[config.mk]
export PLATFORM = sky130hd
export DESIGN_NAME = flat_json_object_tokenizer_top
export DESIGN_NICKNAME = d
export VERILOG_FILES = /design/src/hdl/fjot_pkg.sv /design/src/hdl/flat_json_object_tokenizer_top.sv /design/src/hdl/fjot_step.sv
export SDC_FILE = /design/constraint.sdc
export NUM_CORES = 1
export LEC_CHECK = 0
export ABC_AREA = 1
export BUFFER_PORTS_ARGS = -buffer_cell sky130_fd_sc_hd__buf_4
export CORE_ASPECT_RATIO = 1.1
export CORE_MARGIN = 2
export CORE_UTILIZATION = 45
export CTS_BUF_LIST = sky130_fd_sc_hd__clkbuf_16
export CTS_CLUSTER_DIAMETER = 150
export CTS_CLUSTER_SIZE = 24
export DETAILED_ROUTE_END_ITERATION = 8
export PLACE_DENSITY = 0.68
export SLEW_MARGIN = 20
export SYNTH_ARGS = -nofsm -noshare
export SYNTH_HDL_FRONTEND = slang
export SYNTH_SLANG_ARGS = --single-unit
[constraint.sdc]
create_clock -name clk -period 1.9 [get_ports clk]
set_input_delay 0.285 -clock clk [delete_from_list [all_inputs] [get_ports clk]]
set_output_delay 0.285 -clock clk [all_outputs]
set_load 0.01 [all_outputs]
[src/hdl/fjot_pkg.sv]
// ----------------------------------------------------------------------------
// fjot_pkg: shared types and constants for the flat JSON object tokenizer
// Parse phase codes, character constants, error codes, the state, result and
// escape records, the whitespace test and the escape decoder.
// ----------------------------------------------------------------------------
package fjot_pkg;

  localparam int PHASE_W = 4;

  // Parse phase codes
  localparam logic [PHASE_W-1:0] PH_START      = 4'd0;
  localparam logic [PHASE_W-1:0] PH_KEY_OR_END = 4'd1;
  localparam logic [PHASE_W-1:0] PH_KEY        = 4'd2;
  localparam logic [PHASE_W-1:0] PH_KEY_ESC    = 4'd3;
  localparam logic [PHASE_W-1:0] PH_COLON      = 4'd4;
  localparam logic [PHASE_W-1:0] PH_VAL_START  = 4'd5;
  localparam logic [PHASE_W-1:0] PH_VAL        = 4'd6;
  localparam logic [PHASE_W-1:0] PH_VAL_ESC    = 4'd7;
  localparam logic [PHASE_W-1:0] PH_LIT        = 4'd8;
  localparam logic [PHASE_W-1:0] PH_AFTER_VAL  = 4'd9;
  localparam logic [PHASE_W-1:0] PH_AFTER_OBJ  = 4'd10;
  localparam logic [PHASE_W-1:0] PH_DRAIN      = 4'd11;

  // Characters
  localparam logic [7:0] CH_NUL    = 8'h00;
  localparam logic [7:0] CH_LBRACE = 8'h7B;
  localparam logic [7:0] CH_RBRACE = 8'h7D;
  localparam logic [7:0] CH_COLON  = 8'h3A;
  localparam logic [7:0] CH_COMMA  = 8'h2C;
  localparam logic [7:0] CH_QUOTE  = 8'h22;
  localparam logic [7:0] CH_BSLASH = 8'h5C;
  localparam logic [7:0] CH_SLASH  = 8'h2F;
  localparam logic [7:0] CH_SPACE  = 8'h20;
  localparam logic [7:0] CH_TAB    = 8'h09;
  localparam logic [7:0] CH_CR     = 8'h0D;
  localparam logic [7:0] CH_LF     = 8'h0A;
  localparam logic [7:0] CH_FF     = 8'h0C;
  localparam logic [7:0] CH_BS     = 8'h08;
  localparam logic [7:0] CH_LC_B   = 8'h62;
  localparam logic [7:0] CH_LC_F   = 8'h66;
  localparam logic [7:0] CH_LC_N   = 8'h6E;
  localparam logic [7:0] CH_LC_R   = 8'h72;
  localparam logic [7:0] CH_LC_T   = 8'h74;

  // Error codes
  localparam logic [2:0] ERR_NONE       = 3'd0;
  localparam logic [2:0] ERR_NO_OPEN    = 3'd1;
  localparam logic [2:0] ERR_NO_KEY     = 3'd2;
  localparam logic [2:0] ERR_UNTERM     = 3'd3;
  localparam logic [2:0] ERR_BAD_ESC    = 3'd4;
  localparam logic [2:0] ERR_NO_COLON   = 3'd5;
  localparam logic [2:0] ERR_NO_SEP     = 3'd6;
  localparam logic [2:0] ERR_TRAILING   = 3'd7;

  typedef struct packed {
    logic [PHASE_W-1:0] phase;
    logic               quoted;
  } state_t;

  typedef struct packed {
    logic [7:0] out_char;
    logic       char_valid;
    logic       char_in_value;
    logic       key_done;
    logic       value_done;
    logic       value_quoted;
    logic       object_done;
    logic [2:0] error_code;
  } res_t;

  typedef struct packed {
    logic       ok;
    logic [7:0] ch;
  } esc_t;

  function automatic logic is_ws(input logic [7:0] c);
    is_ws = (c == CH_SPACE) || ((c >= CH_TAB) && (c <= CH_CR));
  endfunction

  function automatic esc_t unescape(input logic [7:0] e);
    esc_t r;
    r.ok = 1'b1;
    case (e)
      CH_QUOTE:  r.ch = CH_QUOTE;
      CH_BSLASH: r.ch = CH_BSLASH;
      CH_SLASH:  r.ch = CH_SLASH;
      CH_LC_B:   r.ch = CH_BS;
      CH_LC_F:   r.ch = CH_FF;
      CH_LC_N:   r.ch = CH_LF;
      CH_LC_R:   r.ch = CH_CR;
      CH_LC_T:   r.ch = CH_TAB;
      default: begin
        r.ok = 1'b0;
        r.ch = CH_NUL;
      end
    endcase
    unescape = r;
  endfunction

endpackage

[src/hdl/flat_json_object_tokenizer_top.sv]
// ----------------------------------------------------------------------------
// flat_json_object_tokenizer_top: byte-serial tokenizer for one flat object
// Input register, one-byte parse transition, result register.
// ----------------------------------------------------------------------------
// Pipeline: an accepted byte is loaded into the input register and moves on into
//   the result register once that register is free; a stall on the result
//   channel holds the result register and, behind it, the input register.
// Throughput: one byte per cycle while out_stall is low; phase moves with each byte.
// Reset (rst, synchronous, active high): both stages empty, phase waits for
//   the opening brace, quoted flag cleared.
module flat_json_object_tokenizer_top
  import fjot_pkg::*;
(
  input  logic       clk,
  input  logic       rst,
  // byte channel
  input  logic       in_valid,
  output logic       in_stall,
  input  logic [7:0] text_byte,
  // result channel
  output logic       out_valid,
  input  logic       out_stall,
  output logic [7:0] out_char,
  output logic       char_valid,
  output logic       char_in_value,
  output logic       key_done,
  output logic       value_done,
  output logic       value_quoted,
  output logic       object_done,
  output logic [2:0] error_code
);

  // input stage
  logic       in_full;
  logic [7:0] in_byte;
  // parser state and result stage
  state_t     st;
  state_t     st_next;
  res_t       step_res;
  res_t       out_res;
  logic       out_full;
  // pipeline control
  logic       advance;
  logic       move;

  // The result register frees up when empty or when its transaction completes;
  // the input stage holds only while its byte cannot move on.
  assign advance  = !out_full || !out_stall;
  assign move     = in_full && advance;
  assign in_stall = in_full && !advance;

  fjot_step u_step (
    .cur       (st),
    .text_byte (in_byte),
    .nxt       (st_next),
    .res       (step_res)
  );

  always_ff @(posedge clk) begin
    if (rst) begin
      in_full   <= 1'b0;
      out_full  <= 1'b0;
      st.phase  <= PH_START;
      st.quoted <= 1'b0;
    end else begin
      if (!in_stall) begin
        in_full <= in_valid;
      end
      if (advance) begin
        out_full <= in_full;
      end
      // phase moves only when its byte is committed to the result register
      if (move) begin
        st <= st_next;
      end
    end
  end

  always_ff @(posedge clk) begin
    if (in_valid && !in_stall) begin
      in_byte <= text_byte;
    end
    if (move) begin
      out_res <= step_res;
    end
  end

  assign out_valid     = out_full;
  assign out_char      = out_res.out_char;
  assign char_valid    = out_res.char_valid;
  assign char_in_value = out_res.char_in_value;
  assign key_done      = out_res.key_done;
  assign value_done    = out_res.value_done;
  assign value_quoted  = out_res.value_quoted;
  assign object_done   = out_res.object_done;
  assign error_code    = out_res.error_code;

  // a character result never carries an error or a key end
  a_char_clean: assert property (@(posedge clk) disable iff (rst)
    (out_valid && char_valid) |-> (error_code == ERR_NONE && !key_done))
    else $error("character result with error or key end");

  // quoted flag only accompanies a finished value
  a_quoted_done: assert property (@(posedge clk) disable iff (rst)
    (out_valid && value_quoted) |-> value_done)
    else $error("value_quoted without value_done");

  // an error on a nonzero byte sends the parser into drain
  a_err_drain: assert property (@(posedge clk) disable iff (rst)
    (move && step_res.error_code != ERR_NONE && in_byte != CH_NUL)
      |=> (st.phase == PH_DRAIN))
    else $error("error did not enter drain");

  // any terminator byte returns the parser to the start
  a_nul_start: assert property (@(posedge clk) disable iff (rst)
    (move && in_byte == CH_NUL) |=> (st.phase == PH_START))
    else $error("terminator did not restart parser");

  // a result slot is filled only from a full input stage
  a_fill_src: assert property (@(posedge clk) disable iff (rst)
    (!out_full && !in_full) |=> !out_full)
    else $error("result appeared without a byte");

endmodule

[src/hdl/fjot_step.sv]
// ----------------------------------------------------------------------------
// fjot_step: one-byte parse transition
// Combinational next state and result record for one text byte.
// ----------------------------------------------------------------------------
module fjot_step
  import fjot_pkg::*;
(
  input  state_t     cur,
  input  logic [7:0] text_byte,
  output state_t     nxt,
  output res_t       res
);

  logic             ws;
  logic             lit;
  logic [PHASE_W-1:0] fail_phase;
  esc_t             esc;

  assign ws         = is_ws(text_byte);
  assign fail_phase = (text_byte == CH_NUL) ? PH_START : PH_DRAIN;
  assign esc        = unescape(text_byte);

  always_comb begin
    res = '0;
    nxt = cur;
    lit = 1'b0;
    case (cur.phase)
      PH_START: begin
        if (!ws) begin
          if (text_byte == CH_LBRACE) begin
            nxt.phase = PH_KEY_OR_END;
          end else begin
            res.error_code = ERR_NO_OPEN;
            nxt.phase      = fail_phase;
          end
        end
      end
      PH_KEY_OR_END: begin
        if (!ws) begin
          if (text_byte == CH_RBRACE) begin
            nxt.phase = PH_AFTER_OBJ;
          end else if (text_byte == CH_QUOTE) begin
            nxt.phase = PH_KEY;
          end else begin
            res.error_code = ERR_NO_KEY;
            nxt.phase      = fail_phase;
          end
        end
      end
      PH_KEY, PH_VAL: begin
        if (text_byte == CH_NUL) begin
          res.error_code = ERR_UNTERM;
          nxt.phase      = PH_START;
        end else if (text_byte == CH_BSLASH) begin
          nxt.phase = (cur.phase == PH_KEY) ? PH_KEY_ESC : PH_VAL_ESC;
        end else if (text_byte == CH_QUOTE) begin
          if (cur.phase == PH_KEY) begin
            res.key_done = 1'b1;
            nxt.phase    = PH_COLON;
          end else begin
            res.value_done   = 1'b1;
            res.value_quoted = cur.quoted;
            nxt.phase        = PH_AFTER_VAL;
          end
        end else begin
          res.out_char      = text_byte;
          res.char_valid    = 1'b1;
          res.char_in_value = (cur.phase == PH_VAL);
        end
      end
      PH_KEY_ESC, PH_VAL_ESC: begin
        if (!esc.ok) begin
          res.error_code = ERR_BAD_ESC;
          nxt.phase      = fail_phase;
        end else begin
          res.out_char      = esc.ch;
          res.char_valid    = 1'b1;
          res.char_in_value = (cur.phase == PH_VAL_ESC);
          nxt.phase         = (cur.phase == PH_KEY_ESC) ? PH_KEY : PH_VAL;
        end
      end
      PH_COLON: begin
        if (!ws) begin
          if (text_byte == CH_COLON) begin
            nxt.phase = PH_VAL_START;
          end else begin
            res.error_code = ERR_NO_COLON;
            nxt.phase      = fail_phase;
          end
        end
      end
      PH_VAL_START: begin
        if (!ws) begin
          if (text_byte == CH_QUOTE) begin
            nxt.quoted = 1'b1;
            nxt.phase  = PH_VAL;
          end else begin
            // first byte of a bare literal, handled below
            nxt.quoted = 1'b0;
            nxt.phase  = PH_LIT;
            lit        = 1'b1;
          end
        end
      end
      PH_LIT: begin
        lit = 1'b1;
      end
      PH_AFTER_VAL: begin
        if (!ws) begin
          if (text_byte == CH_COMMA) begin
            nxt.phase = PH_KEY_OR_END;
          end else if (text_byte == CH_RBRACE) begin
            nxt.phase = PH_AFTER_OBJ;
          end else begin
            res.error_code = ERR_NO_SEP;
            nxt.phase      = fail_phase;
          end
        end
      end
      PH_AFTER_OBJ: begin
        if (!ws) begin
          if (text_byte == CH_NUL) begin
            res.object_done = 1'b1;
            nxt.phase       = PH_START;
          end else begin
            res.error_code = ERR_TRAILING;
            nxt.phase      = PH_DRAIN;
          end
        end
      end
      default: begin
        nxt.phase = fail_phase;
      end
    endcase

    // bare literal body
    if (lit) begin
      if (text_byte == CH_NUL || text_byte == CH_COMMA ||
          text_byte == CH_RBRACE || ws) begin
        res.value_done   = 1'b1;
        res.value_quoted = nxt.quoted;
        if (text_byte == CH_NUL) begin
          res.error_code = ERR_NO_SEP;
          nxt.phase      = PH_START;
        end else if (text_byte == CH_COMMA) begin
          nxt.phase = PH_KEY_OR_END;
        end else if (text_byte == CH_RBRACE) begin
          nxt.phase = PH_AFTER_OBJ;
        end else begin
          nxt.phase = PH_AFTER_VAL;
        end
      end else begin
        res.out_char      = text_byte;
        res.char_valid    = 1'b1;
        res.char_in_value = 1'b1;
      end
    end
  end

endmodule
==> Yosys cells after proc, flatten, opt, wreduce, memory -nomap -nowiden <==
Index checks and enable logic that the tools add are counted.
{ "totals": {"register_bits": 32, "latchBits": 0, "ramBits": 0, "romBits": 0, "in_bits": 12, "output_inout_bits": 19, "wordCells": 126, "memories": 0} }
{ "op_classes": {"n_addsub": 0, "multipliers": 0, "div_mod_pow": 0, "n_lt_le_gt_ge": 2, "eq_ne": 23, "n_shift": 0, "n_mux": 65, "n_bitwise": 3, "reduce_logical": 20} }
{ "op_table": {"columns": ["op", "count"], "rows": [
  ["4-bit two-way mux", 21],
  ["8-bit by 7-bit equality test with 1-bit output, second input constant", 8],
  ["7-bit case mux with 8 select lines", 1],
  ["3-bit two-way mux", 17],
  ["8-bit by 6-bit equality test with 1-bit output, second input constant", 5],
  ["10-bit two-way mux", 4],
  ["4-bit case mux with 9 select lines", 1],
  ["13-bit two-way mux", 2],
  ["3-bit case mux with 7 select lines", 1],
  ["10-bit case mux with 2 select lines", 1],
  ["4-bit by 3-bit equality test with 1-bit output, second input constant", 4],
  ["2-bit two-way mux", 7],
  ["4-bit equality test, second input constant", 3],
  ["5-bit two-way mux", 2],
  ["4-bit by 2-bit equality test with 1-bit output, second input constant", 2],
  ["8-bit by 4-bit >= comparator with 1-bit output, second input constant", 1],
  ["8-bit by 4-bit <= comparator with 1-bit output, second input constant", 1],
  ["8-bit logical NOT", 1],
  ["8-bit OR reduction", 1],
  ["1-bit two-way mux", 7],
  ["2-bit OR reduction", 3],
  ["1-bit logical OR", 5],
  ["4-bit by 1-bit equality test with 1-bit output, second input constant", 1],
  ["1-bit logical AND", 4],
  ["5 further kinds", 10]
]} }

==> Logic depth before layout (Yosys ltp) <==
{ "depth": {"depth_word": 8, "depth_mapped": 13, "mapped_depth_nobuf": 13} }

==> By module <==
From an unflattened synthesis, not the netlist that was laid out.
{ "unflattened": {"hier_cells": 307, "area_unflattened_um2": 2192.1} }
{ "by_module_without_submodules": {"columns": ["module", "instances", "cells_per_inst", "area_per_inst_um2", "seq_area_each_um2"], "rows": [
  ["fjot_step", 1, 237, 1109.8, 0.0],
  ["flat_json_object_tokenizer_top", 1, 70, 1082.3, 890.9]
]} }

==> Worst setup path before layout <==
OpenSTA, ideal clock, no wires.
{ "synth_path": {"kind": "flip-flop to flip-flop", "from": "register out_full, in the netlist out_valid", "to": "register st[2] (netlist name)", "arrival_time_ps": 1947, "required_ps": 1791, "path_slack_ps": -155, "path_stages_with_launch": 9, "path_buffers": 0, "synth_period_minus_slack_ps": 2055, "path_cell_list": "dfxtp_1 nand2_1 inv_1 nor2_1 inv_1 a21oi_1 nand4_1 nand2_1 inv_1"} }
{ "synth_between": {"elab_chain_cells": 3} }
{ "synth_rtl": {"columns": ["element", "line", "source"], "rows": [
  ["start: declaration", "flat_json_object_tokenizer_top.sv:41", "logic out_full;"],
  ["start signal: assignment", "flat_json_object_tokenizer_top.sv:70", "out_full <= in_full;"],
  ["1-bit logical NOT", "flat_json_object_tokenizer_top.sv:48", "assign advance = !out_full || !out_stall;"],
  ["1-bit logical OR", "flat_json_object_tokenizer_top.sv:48", null],
  ["1-bit logical AND", "flat_json_object_tokenizer_top.sv:49", "assign move = in_full && advance;"],
  ["net move", "flat_json_object_tokenizer_top.sv:44", "logic move;"],
  ["end signal: assignment", "flat_json_object_tokenizer_top.sv:74", "st <= st_next;"],
  ["end: declaration", "flat_json_object_tokenizer_top.sv:37", "state_t st;"]
]} }
The timed path passes the listed nets, and every way through them passes these cells.
A chain may end at the register's enable or synchronous reset.

==> results.txt <==
Clock tree synthesis found a total of 32 sinks. Signal routing reaches up to met4. The worst setup slack before clock tree synthesis came out at -0.0204 ns. Traced cell by cell, the critical path runs through nand2_2 > buf_4 > nor2_1 > nand2_1 > inv_2 > nor2_4 > nand3_4 > inv_4 > o21ai_4 > o22ai_2. The global-route total usage across every layer came out at 21.7%.

The portion of the clock cycle consumed by the worst path in the final layout came out at 102%. The worst hold path belongs to the class in2reg. The worst hold path terminates at in_byte[0]. Subtracting the final worst setup slack from the clock period gives 1.94 ns. The via count of the first global-routing pass is 1824. In this run the remaining antenna-violating nets after routing total 0. The actual slew at the worst max-slew pin came out at between 0.6 and 0.7 ns. The worst setup slack for register-to-register paths came out at -0.04 ns. The launch instance of the worst min-delay path is text_byte[0].

From synthesis to final layout, the design area changed by 38.0%. The path depth of the worst reg2reg path came out at 10. The hold violation count in the final report is 0. The flow ran to the end, but the final reports show violations. The cell count after synthesis came out at 276. The power density relative to cell area is 702 nW/µm². Setup repair after global routing could not meet its margin everywhere.

The category of the worst setup path launch point is a register. Once layout is complete, the cells apart from fillers number 396. The met2 wire length came out at 2.67 mm. The first-pass iteration count of the detailed router came out at 4. The die extent in x is 68.4 µm. The endpoint identified for the worst register-to-register timing path is out_char[2]. The synthesized netlist occupies a cell area of 2060 µm². The detailed-routing wirelength on met1 came out at 2.23 mm.

The Yosys warning count is 0. For the final database, setup skew stands at around 0.0059 ns. TritonCTS built the clock tree. During I/O placement, the number of pins put on the boundary was 31. The met3 wire length is 418 µm. The synthesized flop and latch total came out at 32.

The total wirelength of the detailed-routed design is 5.45 mm. The repair_antennas step left the layout with diodes totalling 0. On the worst path, the slowest cell contributes a delay of about 0.47 ns. The final weighted congestion in routability-driven placement came out at 0.920. The critical setup path kind is reg2reg. In the routed layout, each cell is associated on average with a via count of 5.33. The number of buffers created by CTS is 5. The fmax came out at 0.515 GHz.

The core area came out at 4350 µm². The wire length of the first global-routing pass is ~8.2 mm. The cell row count is 25. Headroom to the max-slew limit came out at between 50 and 60%. Along the worst path, the maximum fanout reaches 5. The remaining global-route overflow came out at 0. The number of cells on the worst hold path is 1.

The completed layout was analyzed and its total power is about 0.0020 W. The number of antenna violations at the first check in global routing is 0. The maximum level of the CTS H-tree is 2. Clock-pin slew was measured on the worst setup and hold paths at roughly 0.05 ns. The routed wirelength normalized by instance count is 13.8 µm. After clock tree synthesis, the flow added hold-fix buffers numbering 0. The placed instance count is around 380.

The buffer type at the clock tree root is sky130_fd_sc_hd__clkbuf_16. STA classifies the critical path endpoint as a register. The worst path arrival time is between 1.5 and 2 ns. Ranked by total cell area, the synthesized netlist is headed by sky130_fd_sc_hd__edfxtp_1, sky130_fd_sc_hd__nand2_1, sky130_fd_sc_hd__nor2_1. The most area-hungry cell type in the Yosys netlist is sky130_fd_sc_hd__edfxtp_1. In the routed design, unresolved DRC markers number 0. For this design, the slowest cell found on the critical path is sky130_fd_sc_hd__edfxtp_1.

The final reports fail on negative setup slack. The total of endpoints with negative setup slack in the final report is 3. The effective utilization at floorplan came out at 47.3%.

In the final layout, the share of cells above drive strength 1 is 37.7%. The area share of the largest cell type after synthesis is 36.5%. The area enclosed by the die boundary came out at 5130 µm². The final HPWL from detailed placement is 3.88 mm. The die boundary height is about 75 µm. The clock insertion delay at the later pin of the skew report is 0.27 ns. The sequential area share after synthesis is 43.3%. The number of slew-limit violations in the final report is 0. The setup slack of the critical path after layout came out at -0.0428 ns. STA puts the critical path data required time at 1.92 ns. The number of nets produced by synthesis is 288. The maximum number of buffers from clock root to sink came out at 2. The count of cell types in the netlist came out at 30. In this run the critical register-to-register path is launched from in_byte[2]. Max-cap violations in this run came to 0. The first routing iteration left 184 violations. The number of port buffers came out at 30. The reported leakage power came out at 1.34 nW. The maximum vdd ir drop is between 0.5 and 0.6 mV. The net count of the finished layout is 353. Summing over every cut layer, the via total after detailed routing is 2111. Entering global routing, the biggest net connects 23 pins. The average size of a mapped cell is 7.45 µm².
worst max-delay path by stage:
stage	startpoint	to	cells past startpoint
2_1_floorplan	in_byte[4]	out_char[3]	10
3_3_place_gp	in_byte[3]	out_char[0]	10
3_5_place_dp	in_byte[4]	out_char[3]	10
4_1_cts	in_byte[4]	out_char[6]	10
5_1_grt	in_byte[2]	out_char[2]	10
6_report	in_byte[2]	out_char[2]	10
synth_stat cells, drive strengths merged:
cell type	n
o22ai	1
a21boi	2
nor3	3
dfxtp	7
a21oi	9
o41ai	1
nor2	51
nand3	18
edfxtp	25
nand3b	3
o21ai	23
inv	41
nand4	6
buf	2
nor4	2
o211ai	1
nand2	79
a31oi	2
power breakdown:
part           switching [W]  internal (W)  leakage (nW)  total (W)
Clock               0.000277      0.000472        0.0762   0.000750
Combinational       0.000231      0.000168         0.969   0.000399
Sequential         0.0000331      0.000810         0.298   0.000843
cells in the final DEF (no fill, tap or decap), types with 2 or more instances in the layout:
cell / Yosys / layout
sky130_fd_sc_hd__a21oi_1: 8 / 8
sky130_fd_sc_hd__nor2_2: 6 / 12
sky130_fd_sc_hd__nand4_4: 0 / 2
sky130_fd_sc_hd__nand3_2: 0 / 3
sky130_fd_sc_hd__nand2_4: 3 / 4
sky130_fd_sc_hd__o21ai_0: 13 / 10
sky130_fd_sc_hd__o21ai_2: 1 / 4
sky130_fd_sc_hd__o21ai_1: 8 / 8
sky130_fd_sc_hd__buf_6: 0 / 3
sky130_fd_sc_hd__edfxtp_1: 25 / 25
sky130_fd_sc_hd__nor2_4: 1 / 5
sky130_fd_sc_hd__nand2_2: 11 / 16
sky130_fd_sc_hd__nor4_1: 2 / 2
sky130_fd_sc_hd__nand3b_1: 3 / 3
sky130_fd_sc_hd__nand4_1: 4 / 4
sky130_fd_sc_hd__inv_1: 32 / 32
sky130_fd_sc_hd__nand2_1: 65 / 59
sky130_fd_sc_hd__nor2_1: 44 / 34
sky130_fd_sc_hd__clkbuf_16: 0 / 5
sky130_fd_sc_hd__a31oi_1: 2 / 2
sky130_fd_sc_hd__inv_2: 8 / 9
sky130_fd_sc_hd__dfxtp_1: 7 / 7
sky130_fd_sc_hd__buf_4: 0 / 56
sky130_fd_sc_hd__nand3_1: 17 / 14
sky130_fd_sc_hd__nor3_1: 3 / 2
sky130_fd_sc_hd__inv_4: 1 / 2
worst max-delay path, delay by kind of cell, from the launching register on:
kind	cells	cell delay, ns
AO/OA/AOI/OAI	2	0.28
buffers and inverters	3	0.35
flip-flops	1	0.47
AND/OR/NAND/NOR	5	0.58
per-stage QoR:
| step | util, % | setup TNS, ns | area (µm²) | hold slack (ns) |
|---|---|---|---|---|
| 3_3_place_gp | 56.8 | 0 | 2470 | 0.463 |
| 6_report | 65.3 | -0.0876 | 2840 | 0.184 |
| 4_1_cts | 60.1 | 0 | 2620 | 0.183 |
| 2_1_floorplan | - | 0 | 2060 | 0.347 |
| 3_5_place_dp | 56.8 | -0.0970 | 2470 | 0.465 |
| 5_1_grt | 65.3 | -0.942 | 2840 | 0.180 |
repair_timing:
item                                    4_1_cts  5_1_grt
pin swaps                                     1       15
gates cloned                                  0        1
buffers inserted                              0       12
endpoints found under the setup margin        6       15
gates resized for setup                       1       39
sequential cells by signal, summed over array words and instances, names as in the netlist:
signal,flops
out_char,8
value_done,1
key_done,1
char_valid,1
value_quoted,1
st,5
in_full,1
out_valid,1
object_done,1
error_code,3
in_byte,8
char_in_value,1
cell type report:
cell class,instances,area (µm²)
Sequential cell,32,891
Clock buffer,5,125
Timing Repair Buffer,59,454
Tap cell,54,67.6
Fill cell,358,1510
Clock inverter,3,12.5
Multi-Input combinational cell,202,1130
Inverter,41,159
logic make-up after synthesis:
family | synth area share, %
buffers and inverters | 8.10
and+or+nand+nor | 37.1
AOI/OAI and AO/OA | 11.4
DFF | 43.3
routing by layer:
layer  up-vias  global-route usage [%]
li1       1046                       -
met1       958                    28.9
met2        95                    34.4
met3        12                    4.19
met4         0                    8.89
met5         -                       0
Power figures use the tool's default switching activity.
